`src/design/rmst_pkg.sv`:
```
// Shared constants and types of the range maximum segment tree.
// Used by rmst_ctrl and range_max_segment_tree; depends on nothing.
package rmst_pkg;

    localparam int LEAVES      = 1024;
    localparam int NODE_COUNT  = 2 * LEAVES;
    localparam int NODE_BITS   = $clog2(NODE_COUNT);
    localparam int IDX_BITS    = NODE_BITS + 1;
    localparam int POS_BITS    = 10;
    localparam int BOUND_BITS  = 11;
    localparam int VALUE_BITS  = 17;

    localparam logic signed [VALUE_BITS-1:0] EMPTY_VALUE = '1;

    localparam logic CMD_UPDATE = 1'b0;
    localparam logic CMD_QUERY  = 1'b1;

    typedef struct packed {
        logic                  we;
        logic [NODE_BITS-1:0]  waddr;
        logic [VALUE_BITS-1:0] wdata;
        logic [NODE_BITS-1:0]  raddr;
    } t_ram_req;

    typedef struct packed {
        logic                         valid;
        logic signed [VALUE_BITS-1:0] data;
    } t_result;

endpackage

```
`src/design/rmst_ctrl.sv`:
```
// Sequencer of the segment tree: clearing pass, leaf update walk and range query walk.
// Depends on rmst_pkg; drives the node memory and shares one signed max unit.
module rmst_ctrl (
    input  logic                                   i_clk,
    input  logic                                   i_rst_n,
    input  logic                                   i_in_valid,
    output logic                                   o_in_ready,
    input  logic                                   i_command,
    input  logic [rmst_pkg::POS_BITS-1:0]          i_position,
    input  logic signed [rmst_pkg::VALUE_BITS-1:0] i_new_value,
    input  logic [rmst_pkg::BOUND_BITS-1:0]        i_range_start,
    input  logic [rmst_pkg::BOUND_BITS-1:0]        i_range_end,
    output rmst_pkg::t_ram_req                     o_ram,
    input  logic [rmst_pkg::VALUE_BITS-1:0]        i_rdata,
    output rmst_pkg::t_result                      o_res,
    input  logic                                   i_res_ready
);

    typedef enum logic [3:0] {
        S_CLEAR,
        S_IDLE,
        S_SKIP,
        S_UPD_LEAF,
        S_UPD_COMB,
        S_UPD_READ,
        S_Q_TEST,
        S_Q_LDATA,
        S_Q_RDATA,
        S_Q_DONE
    } t_state;

    localparam int NB = rmst_pkg::NODE_BITS;
    localparam int IB = rmst_pkg::IDX_BITS;
    localparam int VB = rmst_pkg::VALUE_BITS;
    localparam int BB = rmst_pkg::BOUND_BITS;

    t_state                r_state, n_state;
    logic [IB-1:0]         r_lo, n_lo;
    logic [IB-1:0]         r_hi, n_hi;
    logic signed [VB-1:0]  r_acc, n_acc;
    logic signed [VB-1:0]  r_right, n_right;
    logic [NB-1:0]         r_clr, n_clr;

    logic signed [VB-1:0]  cmp_a, cmp_b, cmp_max;
    logic [IB-1:0]         parent, lo_inc, hi_dec;
    logic [BB-1:0]         start_c, end_c;

    assign cmp_max = (cmp_a > cmp_b) ? cmp_a : cmp_b;
    assign parent  = r_lo >> 1;
    assign lo_inc  = r_lo + IB'(1);
    assign hi_dec  = r_hi - IB'(1);
    assign start_c = (i_range_start > BB'(rmst_pkg::LEAVES)) ? BB'(rmst_pkg::LEAVES)
                                                             : i_range_start;
    assign end_c   = (i_range_end > BB'(rmst_pkg::LEAVES)) ? BB'(rmst_pkg::LEAVES)
                                                           : i_range_end;

    always_comb begin
        n_state     = r_state;
        n_lo        = r_lo;
        n_hi        = r_hi;
        n_acc       = r_acc;
        n_right     = r_right;
        n_clr       = r_clr;
        o_ram       = '0;
        o_res.valid = 1'b0;
        o_res.data  = cmp_max;
        cmp_a       = r_acc;
        cmp_b       = $signed(i_rdata);
        case (r_state)
            S_CLEAR: begin
                o_ram.we    = 1'b1;
                o_ram.waddr = r_clr;
                o_ram.wdata = rmst_pkg::EMPTY_VALUE;
                n_clr       = r_clr + NB'(1);
                if (r_clr == '1) begin
                    n_state = S_IDLE;
                end
            end
            S_IDLE: begin
                if (i_in_valid) begin
                    if (i_command == rmst_pkg::CMD_UPDATE) begin
                        if (IB'(i_position) < IB'(rmst_pkg::LEAVES)) begin
                            n_lo    = IB'(i_position) + IB'(rmst_pkg::LEAVES);
                            n_acc   = i_new_value;
                            n_state = S_UPD_LEAF;
                        end else begin
                            n_state = S_SKIP;
                        end
                    end else begin
                        n_lo    = IB'(start_c) + IB'(rmst_pkg::LEAVES);
                        n_hi    = IB'(end_c) + IB'(rmst_pkg::LEAVES);
                        n_acc   = rmst_pkg::EMPTY_VALUE;
                        n_right = rmst_pkg::EMPTY_VALUE;
                        n_state = S_Q_TEST;
                    end
                end
            end
            S_SKIP: begin
                n_state = S_IDLE;
            end
            S_UPD_LEAF: begin
                o_ram.we    = 1'b1;
                o_ram.waddr = r_lo[NB-1:0];
                o_ram.wdata = r_acc;
                o_ram.raddr = r_lo[NB-1:0] ^ NB'(1);
                n_state     = S_UPD_COMB;
            end
            S_UPD_COMB: begin
                o_ram.we    = 1'b1;
                o_ram.waddr = parent[NB-1:0];
                o_ram.wdata = cmp_max;
                n_acc       = cmp_max;
                n_lo        = parent;
                if (parent == IB'(1)) begin
                    n_state = S_IDLE;
                end else begin
                    n_state = S_UPD_READ;
                end
            end
            S_UPD_READ: begin
                o_ram.raddr = r_lo[NB-1:0] ^ NB'(1);
                n_state     = S_UPD_COMB;
            end
            S_Q_TEST: begin
                if (r_lo >= r_hi) begin
                    n_state = S_Q_DONE;
                end else if (r_lo[0]) begin
                    o_ram.raddr = r_lo[NB-1:0];
                    n_state     = S_Q_LDATA;
                end else if (r_hi[0]) begin
                    o_ram.raddr = hi_dec[NB-1:0];
                    n_state     = S_Q_RDATA;
                end else begin
                    n_lo = r_lo >> 1;
                    n_hi = r_hi >> 1;
                end
            end
            S_Q_LDATA: begin
                n_acc = cmp_max;
                if (r_hi[0]) begin
                    n_lo        = lo_inc;
                    o_ram.raddr = hi_dec[NB-1:0];
                    n_state     = S_Q_RDATA;
                end else begin
                    n_lo    = lo_inc >> 1;
                    n_hi    = r_hi >> 1;
                    n_state = S_Q_TEST;
                end
            end
            S_Q_RDATA: begin
                cmp_a   = r_right;
                n_right = cmp_max;
                n_hi    = hi_dec >> 1;
                n_lo    = r_lo >> 1;
                n_state = S_Q_TEST;
            end
            S_Q_DONE: begin
                cmp_b       = r_right;
                o_res.valid = 1'b1;
                if (i_res_ready) begin
                    n_state = S_IDLE;
                end
            end
            default: begin
                n_state = S_IDLE;
            end
        endcase
    end

    assign o_in_ready = (r_state == S_IDLE);

    always_ff @(posedge i_clk) begin
        if (!i_rst_n) begin
            r_state <= S_CLEAR;
            r_clr   <= '0;
        end else begin
            r_state <= n_state;
            r_clr   <= n_clr;
        end
        r_lo    <= n_lo;
        r_hi    <= n_hi;
        r_acc   <= n_acc;
        r_right <= n_right;
    end

endmodule

```
`config.mk`:
```
export PLATFORM = sky130hd
export DESIGN_NAME = rmst_ctrl
export DESIGN_NICKNAME = d
export VERILOG_FILES = /design/src/design/rmst_pkg.sv /design/src/design/rmst_ctrl.sv
export SDC_FILE = /design/constraint.sdc
export NUM_CORES = 1
export LEC_CHECK = 0
export BUFFER_PORTS_ARGS = -buffer_cell sky130_fd_sc_hd__buf_2
export CELL_PAD_IN_SITES_DETAIL_PLACEMENT = 1
export CELL_PAD_IN_SITES_GLOBAL_PLACEMENT = 2
export CORE_ASPECT_RATIO = 0.6
export CORE_MARGIN = 10
export CORE_UTILIZATION = 32
export DETAILED_ROUTE_END_ITERATION = 6
export GPL_TIMING_DRIVEN = 1
export PLACE_DENSITY_LB_ADDON = 0.1
export RECOVER_POWER = 25
export SKIP_LAST_GASP = 1
export SYNTH_ARGS = -nofsm -noshare
export SYNTH_HDL_FRONTEND = slang
export SYNTH_SLANG_ARGS = --single-unit
```
`constraint.sdc`:
```
create_clock -name i_clk -period 5 [get_ports i_clk]
set_input_delay 1 -clock i_clk [delete_from_list [all_inputs] [get_ports i_clk]]
set_output_delay 1 -clock i_clk [all_outputs]
set_load 0.02 [all_outputs]
```
Yosys cells after proc, flatten, opt, wreduce, memory -nomap -nowiden

Cells that the tools add are included.

Bits in registers: 73
Logic and storage cells: 90
Bits of input ports: 71
Output and inout bits: 59

$lt $le $gt $ge: 4
Eq/ne operators: 18
Mux-type cells: 40
Reductions and logical operators: 14
Bitwise gates (word level): 1
$add $sub $neg: 6

Operators by type and width:

| operator                 | number |
|---|---|
| $mux W12                 | 11 |
| $mux W17                 | 7 |
| $pmux W12 S4             | 2 |
| $pmux W29 S3             | 1 |
| $pmux W17 S2             | 2 |
| $mux W11                 | 5 |
| $pmux W11 S3             | 1 |
| $pmux W4 S8              | 1 |
| $mux W4                  | 7 |
| $add A11 B11 Y12 const B | 2 |
| $gt A11 B11 Y1 const B   | 2 |
| $gt A17 B17 Y1           | 1 |
| $eq A4 B3 Y1 const B     | 4 |
| $add A10 B11 Y12 const B | 1 |
| $add A12 B1 Y12 const B  | 1 |
| $ge A12 B12 Y1           | 1 |
| $ne A2 B2 Y1 const B     | 6 |
| $sub A12 B1 Y12 const B  | 1 |
| $add A11 B1 Y11 const B  | 1 |
| $eq A11 B1 Y1 const B    | 1 |
| $eq A11 B11 Y1 const B   | 1 |
| $reduce_and A5 Y1        | 2 |
| $eq A4 B4 Y1 const B     | 2 |
| $reduce_bool A4 Y1       | 2 |
| 13 further kinds         | 18 |

Longest topological paths before layout

Gate-level depths: netlist of the first run.

Depth after elaboration: 6
Depth in mapped cells: 17
Depth with buffers taken out: 13

Least setup slack after synthesis of the first run

OpenSTA, ideal clock, no wires.

Path type: reg2out
From: register r_state[1]
To: output o_ram[19] (netlist bit)
Stages on the path, launching flop included: 18
Path slack: 0.291 ns
Arrival time: 3.709 ns
Data required time: 4.000 ns
Path buffers: 5
Cells stage by stage: dfxtp_1 nor2_1 and3_1 buf_2 buf_2 mux2_2 inv_1 ha_1 and4_1 and4bb_2 a22oi_2 a221o_1 buf_2 and2_1 buf_2 buf_6 o21ai_2 o21ai_0

RTL lines:

| what                     | RTL line         | source |
|---|---|---|
| start: declaration       | rmst_ctrl.sv:37  | `t_state r_state, n_state;` |
| start signal: assignment | rmst_ctrl.sv:177 | `r_state <= n_state;` |
| end: declaration         | rmst_ctrl.sv:13  | `output rmst_pkg::t_ram_req o_ram,` |

==> results.json, run 1 <==
{
  "cts_root_buf": "clkbuf_16",
  "grt_max_degree": 38,
  "drt_wl_total_mm": 28.5,
  "post-route-drc-count": 0,
  "setup_viol": 0,
  "clk_latency_ns": 0.35,
  "synth_cells": 821,
  "arrival_ns": 3.90,
  "slew_viol_final": 37,
  "synth_flop_cell": "edfxtp_1",
  "num_vias": 6810,
  "min_period_ns": 4.90,
  "path_clk_slew_ns": 0.06,
  "final_nets": 1045,
  "relSlewSlack_pct": -9.64,
  "grt.overflow.total": 0,
  "power.leakage_nw": 3.25,
  "rows": 39,
  "n_fill_cell": 2454,
  "htreeDepth": 3,
  "ys_seq_elements": 73,
  "syn_avg_cell_area_um2": 7.78,
  "r2r-start": "r_state[1]",
  "p_comb_share_pct": 13.2,
  "drt_iter0_drc": 582,
  "worstMarginPinSlew_ns": 1.64,
  "yosysWarningCount": 0,
  "startpoint_type": "register",
  "yosysSeqAreaShare_pct": 32.0,
  "outcome": "complete, but fails checks",
  "yosysTopAreaCell": "edfxtp_1",
  "num_antenna_cells": 0,
  "hold_violations": 0,
  "grt_pass1_vias": 6831,
  "area_delta_synth_final_pct": 21.9,
  "crit_path_end_kind": "output port",
  "power.density_nw_per_um2": 202,
  "synthArstFlopShare_pct": 0,
  "clkSinkCount": 73,
  "clock_skew_ns": 0.0165,
  "setup.worst_path.start": "r_state[1]",
  "grt_usage_pct": 21.2,
  "placedCellCount": 1193,
  "cts_buffers": 9,
  "cts_tree": "built",
  "clock.fmax_mhz": 204,
  "core_um2": 19300,
  "switchingPower_uw": 439,
  "fin_util_pct": 40.3,
  "path_common_cell": "buf_4",
  "dp_hpwl_mm": 22.4,
  "drive_gt1_share_pct": 23.4,
  "holdCritPathClass": "register to register",
  "antenna_found_initial": 0,
  "drt-pass1-iter-count": 5,
  "peakVddDrop_v": 0.000179,
  "violations": "max-capacitance violations, max-slew violations",
  "path_class": "register to output port",
  "ant_nets": 0,
  "ys_types": 61,
  "io_buffers": 129,
  "dieHeight_um": 129,
  "hp-start": "r_hi[11]",
  "period_share_pct": 98.0,
  "power_mw": 1.57,
  "multiInputGateArea_um2": 3950,
  "wl_per_cell_um": 23.6,
  "io_pins": 130,
  "grt_pass1_wl_mm": 43.0,
  "die_x_um": 202,
  "slowest_stage": "mux2_2",
  "synth_edf_count": 58,
  "worstPathMaxFanout": 19,
  "synth_area_um2": 6380,
  "power.internal_mw": 1.13,
  "synth_top_area_share_pct": 27.3,
  "syn_nets": 927,
  "crit_chain": "nor2_4 -> and3_1 -> buf_12 -> mux2_2 -> inv_1 -> ha_1 -> and4_1 -> and4bb_2 -> a22oi_2 -> a221o_1 -> buf_4 -> nand3_1 -> o21ai_4 -> o21ai_1 -> buf_4",
  "die_area_um2": 26200,
  "synth.top_cells.by_area": "edfxtp_1, nand2_1, ha_1",
  "vias_per_cell": 5.63,
  "ff_latch_area_um2": 2040,
  "instances_no_fill": 1210,
  "p_clk_share_pct": 45.0,
  "start_util_pct": 33.0,
  "max-cap-violations": 1,
  "synth.most_common_cell": "nand2_1",
  "crit_required_ns": 4.00,
  "clockBufferDepth": 2,
  "gp_congestion": 0.926,
  "cp.buffers_inverters": 4,
  "synthTopCellsByCount": "nand2_1, a21oi_1, nor2_1, inv_1, o21ai_0",
  "critical-path-top-delay-family": "simple AND/OR/NAND/NOR gates",
  "slowest_delay_ns": 0.36,
  "power_frac_seq_pct": 41.8,
  "p_sw_share_pct": 28.0
}
## worst register-to-register path, cell delays in order (launching register included)
cell and delay [ns]:
dfxtp_1 0.34, nor2_4 0.16, and3_1 0.22, buf_12 0.18
mux2_2 0.37, inv_1 0.15, ha_1 0.27, and4_1 0.19
and4bb_2 0.26, a22oi_2 0.21, a221o_1 0.22, buf_4 0.24
nand2_1 0.43, nor2_1 0.23, o21ai_0 0.11
## timing repair
action / 4_1_cts / 5_1_grt
hold buffers: 0 / 0
endpoints found under the setup margin: 25 / 34
setup buffers: 0 / 1
pin swaps: 0 / 2
gates resized for setup: 5 / 18
cloned: 0 / 0
## sequential cells by signal (all words and copies together), names as in the netlist
register	cells
r_acc	17
r_clr	11
r_hi	12
r_lo	12
r_right	17
r_state	4
## cell usage in the layout, fill, tap and decap left out, drive strengths merged, types with 16 or more instances in the layout
cell type / n
nand3: 27
nor3: 31
inv: 63
a21oi: 68
nor2: 63
buf: 156
xnor2: 21
ha: 35
edfxtp: 58
nand2: 119
o21ai: 90
mux2: 16
## final cells by class
| class | instances | area share, % |
|---|---|---|
| Inverter | 61 | 2.94 |
| Clock inverter | 7 | 1.09 |
| Clock buffer | 9 | 2.90 |
| Timing Repair Buffer | 162 | 11.7 |
| Tap cell | 266 | 4.28 |
| Multi-Input combinational cell | 632 | 50.8 |
| Sequential cell | 73 | 26.3 |
## path summary, 6_finish.rpt
kind | end | slack [ns] | depth (start not counted)
max | o_ram[21] | 0.1 | 15
min | r_hi[10] | 0.55 | 2
max reg2reg | r_right[13] | 1.17 | 14
min reg2reg | r_hi[10] | 0.55 | 2
## layer usage
layer | track usage (%) | wire [um] | up-vias
met3 | 5.55 | 2180 | 7
met1 | 35.5 | 16400 | 3368
met2 | 25.0 | 9810 | 244
met4 | 3.45 | 144 | 0
li1 | - | - | 3191
met5 | 0 | 0 | -
## power by group through the flow
stage | clock network (mW) | registers, mW | logic [mW]
after global routing | 0.742 | 0.657 | 0.225
after floorplan | 0 | 0.670 | 0.111
after detailed placement | 0 | 0.670 | 0.198
after CTS | 0.720 | 0.657 | 0.200
final | 0.706 | 0.657 | 0.207
after global placement | 0 | 0.670 | 0.195
## metrics by stage
step	worst slack [ns]	setup TNS [ns]	hold slack, ns	area [um2]
floorplan	0.291	0	0.477	6380
global placement	0.268	0	0.501	7400
detailed placement	0.187	0	0.534	7400
CTS	0.0158	0	0.549	7720
global route	-0.0631	-0.163	0.587	7780
finish	0.0978	0	0.546	7780
## kinds of logic after synthesis
family	after synthesis	synth area share, %
adder cells (fa/ha/maj)	35	6.86
AND/OR/NAND/NOR	312	23.2
flip-flops	73	32.0
multiplexers	24	4.08
buffers and inverters	116	7.31
XOR/XNOR	24	3.29
AO/OA/AOI/OAI	237	23.3
Note: power is estimated with default switching activity, not from simulation.
==> inputs of run 2 (changes only) <==
CORE_UTILIZATION = 35   (was 32)
TNS_END_PERCENT = 1   (was default)
clock period = 5.95 ns   (was 5 ns; I/O delays follow)
==> run 2 against run 1 <==
Effect of this change:
- the flow still finishes with violations (max-capacitance violations, max-slew violations)
- routed wire length fell by 5.1%
- sequential share of layout area up 0.83 points
- total power is 16% lower
- global-route usage is 0.28 points higher
- largest power group unchanged
- first-iteration DRC count decreased by 3.4%
- count of clock-buffer cells in the layout did not move
- die area fell by 7.5%
- combinational power fell by 19%
==> results.json, run 2 (synthesis gave the netlist of run 1 again) <==
{
  "power_frac_seq_pct": 42.1,
  "outcome": "complete, but fails checks",
  "placedCellCount": 1153,
  "drt_wl_total_mm": 27.1,
  "power.density_nw_per_um2": 174,
  "relSlewSlack_pct": -26.7,
  "io_buffers": 129,
  "clock_skew_ns": 0.00851,
  "cts_tree": "built",
  "n_fill_cell": 2239,
  "min_period_ns": 5.77,
  "mostFrequentLayoutCells": "buf_2, nand2_1, a21oi_1, nor2_1",
  "design_area_um2": 7540,
  "p_comb_share_pct": 12.7,
  "slowest_stage": "dfxtp_1",
  "worstMarginPinSlew_ns": 1.90,
  "crit_path_end_kind": "output port",
  "gp_congestion": 0.917,
  "hold_violations": 0,
  "period_share_pct": 97.0,
  "tns_ns": 0,
  "place_area_um2": 7240,
  "post-route-drc-count": 0,
  "grt_usage_pct": 21.5,
  "dieHeight_um": 125,
  "cts_buffers": 9,
  "setup_slack_ns": 0.180,
  "power.leakage_nw": 3.16,
  "cp.buffers_inverters": 3,
  "slew_viol_final": 75,
  "wl_per_cell_um": 23.2,
  "switchingPower_uw": 365,
  "drive_gt1_share_pct": 21.5,
  "drt-pass1-iter-count": 5,
  "max-cap-violations": 2,
  "cts_root_buf": "clkbuf_16",
  "grt_max_degree": 42,
  "drt_iter0_drc": 562,
  "crit_chain": "nor2_1 -> and3_1 -> buf_4 -> mux2i_2 -> ha_1 -> nand4_1 -> and4bb_2 -> a22oi_2 -> a221o_1 -> and2_1 -> buf_4 -> o21ai_2 -> o21ai_1 -> buf_2",
  "startpoint_type": "register",
  "antenna_found_initial": 0,
  "die_area_um2": 24200,
  "grt_pass1_vias": 6642,
  "p_clk_share_pct": 45.2,
  "io_pins": 130,
  "htreeDepth": 3,
  "slowest_delay_ns": 0.45,
  "clock.fmax_mhz": 173,
  "violations": "max-capacitance violations, max-slew violations",
  "grt.overflow.total": 0,
  "dp_hpwl_mm": 20.8,
  "grt_pass1_wl_mm": 41.2,
  "ff_latch_area_um2": 2040,
  "num_vias": 6746,
  "path_class": "register to output port",
  "path_common_cell": "buf_4",
  "crit_required_ns": 4.76,
  "worstPathMaxFanout": 23,
  "clkSinkCount": 73,
  "area_delta_synth_final_pct": 18.1,
  "instances_no_fill": 1169,
  "cts.hold.buffers_added": 0,
  "p_sw_share_pct": 27.8,
  "path_clk_slew_ns": 0.07,
  "top_regs": "r_acc: 17 flops, r_right: 17 flops",
  "num_antenna_cells": 0,
  "start_util_pct": 35.5,
  "core_um2": 18000,
  "clk_latency_ns": 0.35,
  "rsz0062_at_grt": "false",
  "die_x_um": 194,
  "multiInputGateArea_um2": 3890,
  "ant_nets": 0,
  "mostFrequentLayoutCell": "buf_2",
  "clockBufferDepth": 2,
  "critical-path-top-delay-family": "simple AND/OR/NAND/NOR gates",
  "rows": 38,
  "setup_viol": 0,
  "power.internal_uw": 947,
  "dpl_worst_slack_ns": 0.733,
  "vias_per_cell": 5.77,
  "peakVddDrop_v": 0.000124,
  "holdWs_ns": 0.524,
  "holdCritPathClass": "register to register",
  "arrival_ns": 4.58,
  "final_nets": 1030
}
[run 2: cell count changes in the layout (fill, tap and decap cells not counted), sizes merged]
cell	delta
buf	-14
clkbuf	-1
[run 2: what timing repair did]
item	in CTS	in global routing
endpoints found under the hold margin	0	0
gates resized for setup	0	2
buffers inserted	0	0
endpoints found under the setup margin	0	3
[run 2: final timing paths]
path | startpoint | to | depth (start not counted) | slack [ns]
max reg2reg | r_state[1] | r_right[2] | 13 | 1.62
max | r_state[1] | o_ram[26] | 14 | 0.18
min reg2reg | r_clr[5] | r_clr[5] | 2 | 0.52
min | r_clr[5] | r_clr[5] | 2 | 0.52
[run 2: area by class of cell]
cell class | instances | area share, %
multi-input combinational | 632 | 51.6
sequential | 73 | 27.1
timing repair buffer | 147 | 10.2
tap | 240 | 3.98
inverter | 61 | 3.04
clock buffer | 9 | 2.99
clock inverter | 7 | 1.16
[run 2: per-stage QoR]
stage / utilization (%) / power (mW)
after CTS: 42.0 / 1.32
after floorplan: - / 0.656
final: 42.0 / 1.31
after detailed placement: 40.3 / 0.726
after global routing: 42.0 / 1.35
after global placement: 40.3 / 0.723
[run 2: power by group through the flow]
stage	clock network (mW)	logic, mW	registers, mW
2_1_floorplan	0	0.0936	0.563
3_5_place_dp	0	0.163	0.563
4_1_cts	0.602	0.164	0.552
6_report	0.593	0.167	0.552
5_1_grt	0.620	0.181	0.552
3_3_place_gp	0	0.160	0.563
[run 2: layer usage]
layer | vias to the layer above | GRT usage (%) | share of wire, %
met1 | 3316 | 35.0 | 54
met3 | 12 | 5.70 | 8.4
met5 | - | 0 | 0
met2 | 263 | 26.7 | 37
met4 | 0 | 3.11 | 0.54
li1 | 3155 | - | -
[run 2: worst reg2reg max path, stage by stage, from the launching register on]
cell and delay, ns:
dfxtp_1 0.45, nor2_1 0.36, and3_1 0.20, buf_4 0.29, mux2i_2 0.40, ha_1 0.38
nand4_1 0.23, nor2_1 0.11, a31oi_1 0.38, a221o_1 0.26, buf_4 0.24, nand2_1 0.42
nor2_1 0.22, o21ai_0 0.12
==> inputs of run 3 (changes only) <==
clock period = 7.3 ns   (was 5.95 ns; I/O delays follow)
==> run 3 against run 2 <==
Effect of this change:
- the flow still finishes with violations (max-capacitance violations, max-slew violations)
- register-to-register slack improved by 0.76 ns
- routed wire length increased by 2.0%
- die area unchanged
- largest cell class unchanged
- largest power group unchanged
- highest routed layer unchanged
==> results.json, run 3 (synthesis gave the netlist of run 1 again) <==
{
  "hp-start": "r_clr[5]",
  "design_area_um2": 7540,
  "drt_iter0_drc": 416,
  "slew_viol_final": 75,
  "cp.buffers_inverters": 4,
  "arrival_ns": 5.19,
  "post_cts_buffers": 0,
  "power_frac_seq_pct": 41.2,
  "crit_chain": "nor2_1 -> and3_1 -> mux2_2 -> inv_1 -> ha_1 -> nand2_1 -> o21ai_0 -> a31oi_1 -> nand4_1 -> buf_4 -> and2_1 -> buf_4 -> o21ai_1 -> o21ai_0 -> buf_2",
  "hold_violations": 0,
  "clock.fmax_mhz": 150,
  "max-cap-violations": 2,
  "crit_required_ns": 5.84,
  "worstPathMaxFanout": 19,
  "die_x_um": 194,
  "path_class": "register to output port",
  "grt_max_degree": 38,
  "rows": 38,
  "cts_resized": 0,
  "ant_nets": 0,
  "num_antenna_cells": 0,
  "relSlewSlack_pct": -23.0,
  "power.density_nw_per_um2": 145,
  "outcome": "complete, but fails checks",
  "setup_viol": 0,
  "mostFrequentLayoutCells": "buf_2, nand2_1, a21oi_1, nor2_1",
  "period_share_pct": 91.2,
  "slowest_stage": "and3_1",
  "drt-pass1-iter-count": 4,
  "whs_endpoint": "r_clr[5]",
  "dpl_worst_slack_ns": 1.00,
  "r2r-start": "r_state[1]",
  "n_fill_cell": 2262,
  "clk_latency_ns": 0.35,
  "min_period_ns": 6.65,
  "mostFrequentLayoutCell": "buf_2",
  "wl_per_cell_um": 23.6,
  "drt_wl_total_mm": 27.6,
  "power.leakage_nw": 3.16,
  "holdCritPathClass": "register to register",
  "grt_pass1_wl_mm": 42.4,
  "switchingPower_uw": 289,
  "io_buffers": 129,
  "startpoint_type": "register",
  "violations": "max-capacitance violations, max-slew violations",
  "area_delta_synth_final_pct": 18.1,
  "cts_root_buf": "clkbuf_16",
  "core_um2": 18000,
  "setup_slack_ns": 0.645,
  "htreeDepth": 3,
  "r2r-end": "r_acc[10]",
  "p_clk_share_pct": 46.4,
  "top_regs": "r_acc: 17 flops, r_right: 17 flops",
  "cts_buffers": 9,
  "dieHeight_um": 125,
  "hold_depth": 2,
  "dp_hpwl_mm": 21.6,
  "start_util_pct": 35.5,
  "peakVddDrop_v": 0.0000995,
  "tns_ns": 0,
  "cts_tree": "built",
  "io_pins": 130,
  "gp_congestion": 0.929,
  "critical-path-top-delay-family": "simple AND/OR/NAND/NOR gates",
  "place_area_um2": 7240,
  "num_vias": 6778,
  "slowest_delay_ns": 0.88,
  "fin_util_pct": 42.0,
  "clock_skew_ns": 0.00833,
  "grt_usage_pct": 21.9,
  "power.internal_uw": 802,
  "antenna_found_initial": 0,
  "r2r_cells": 14,
  "path_clk_slew_ns": 0.07,
  "worstMarginPinSlew_ns": 1.85,
  "grt.overflow.total": 0,
  "drive_gt1_share_pct": 21.4,
  "clockBufferDepth": 2,
  "cts.hold.buffers_added": 0,
  "rrSetupSlack_ns": 2.38,
  "crit_path_end_kind": "output port",
  "instances_no_fill": 1170,
  "clkSinkCount": 73,
  "placedCellCount": 1154,
  "p_sw_share_pct": 26.5,
  "die_area_um2": 24200,
  "p_comb_share_pct": 12.4,
  "rsz0062_at_grt": "false",
  "final_nets": 1031,
  "grt_pass1_vias": 6806,
  "vias_per_cell": 5.79,
  "post-route-drc-count": 0
}
run 3: worst reg2reg max path, delay by kind of cell (launching register included):
kind	cells	cell delay [ns]
simple gates	6	2.16
mux	1	0.45
compound gates	3	0.62
flops	1	0.43
buf+inv	3	0.73
fa+ha+maj	1	0.29
run 3: area by class of cell:
| type | count | area [um2] | share of cell area [%] |
|---|---|---|---|
| flip-flops and latches | 73 | 2040 | 27.1 |
| multi-input cells | 632 | 3870 | 51.3 |
| clock inverters | 7 | 103 | 1.36 |
| repair buffers | 148 | 772 | 10.2 |
| clock buffers | 9 | 225 | 2.99 |
| inverters | 61 | 229 | 3.04 |
| well taps | 240 | 300 | 3.98 |
run 3: routing by layer:
layer / vias to the layer above / track usage (%) / part of all wire [%]
li1: 3157 / - / -
met1: 3371 / 35.3 / 55
met2: 236 / 28.1 / 37
met3: 14 / 5.48 / 7.2
met4: 0 / 3.15 / 0.61
met5: - / 0 / 0
run 3: worst max path at each step:
| stage | from | slack [ns] | endpoint | cells after the start |
|---|---|---|---|---|
| floorplan | i_rdata[8] | 1.95 | o_ram[19] | 13 |
| global placement | r_state[1] | 1.09 | o_ram[20] | 15 |
| detailed placement | r_state[1] | 1.00 | o_ram[23] | 15 |
| CTS | r_state[1] | 0.60 | o_ram[23] | 15 |
| global route | r_state[1] | 0.22 | o_ram[23] | 15 |
| finish | r_state[1] | 0.65 | o_ram[23] | 15 |
run 3: power groups by stage:
stage          combinational (mW)  sequential (mW)  clock, mW
4_1_cts                     0.134            0.450      0.515
5_1_grt                     0.148            0.450      0.530
3_5_place_dp                0.134            0.459          0
3_3_place_gp                0.131            0.459          0
6_report                    0.135            0.450      0.506
2_1_floorplan              0.0763            0.459          0
run 3: metrics by stage:
| step | hold slack [ns] | power, mW |
|---|---|---|
| 6_report | 0.527 | 1.09 |
| 5_1_grt | 0.563 | 1.13 |
| 4_1_cts | 0.524 | 1.10 |
| 3_5_place_dp | 0.514 | 0.593 |
| 3_3_place_gp | 0.499 | 0.590 |
| 2_1_floorplan | 0.477 | 0.535 |
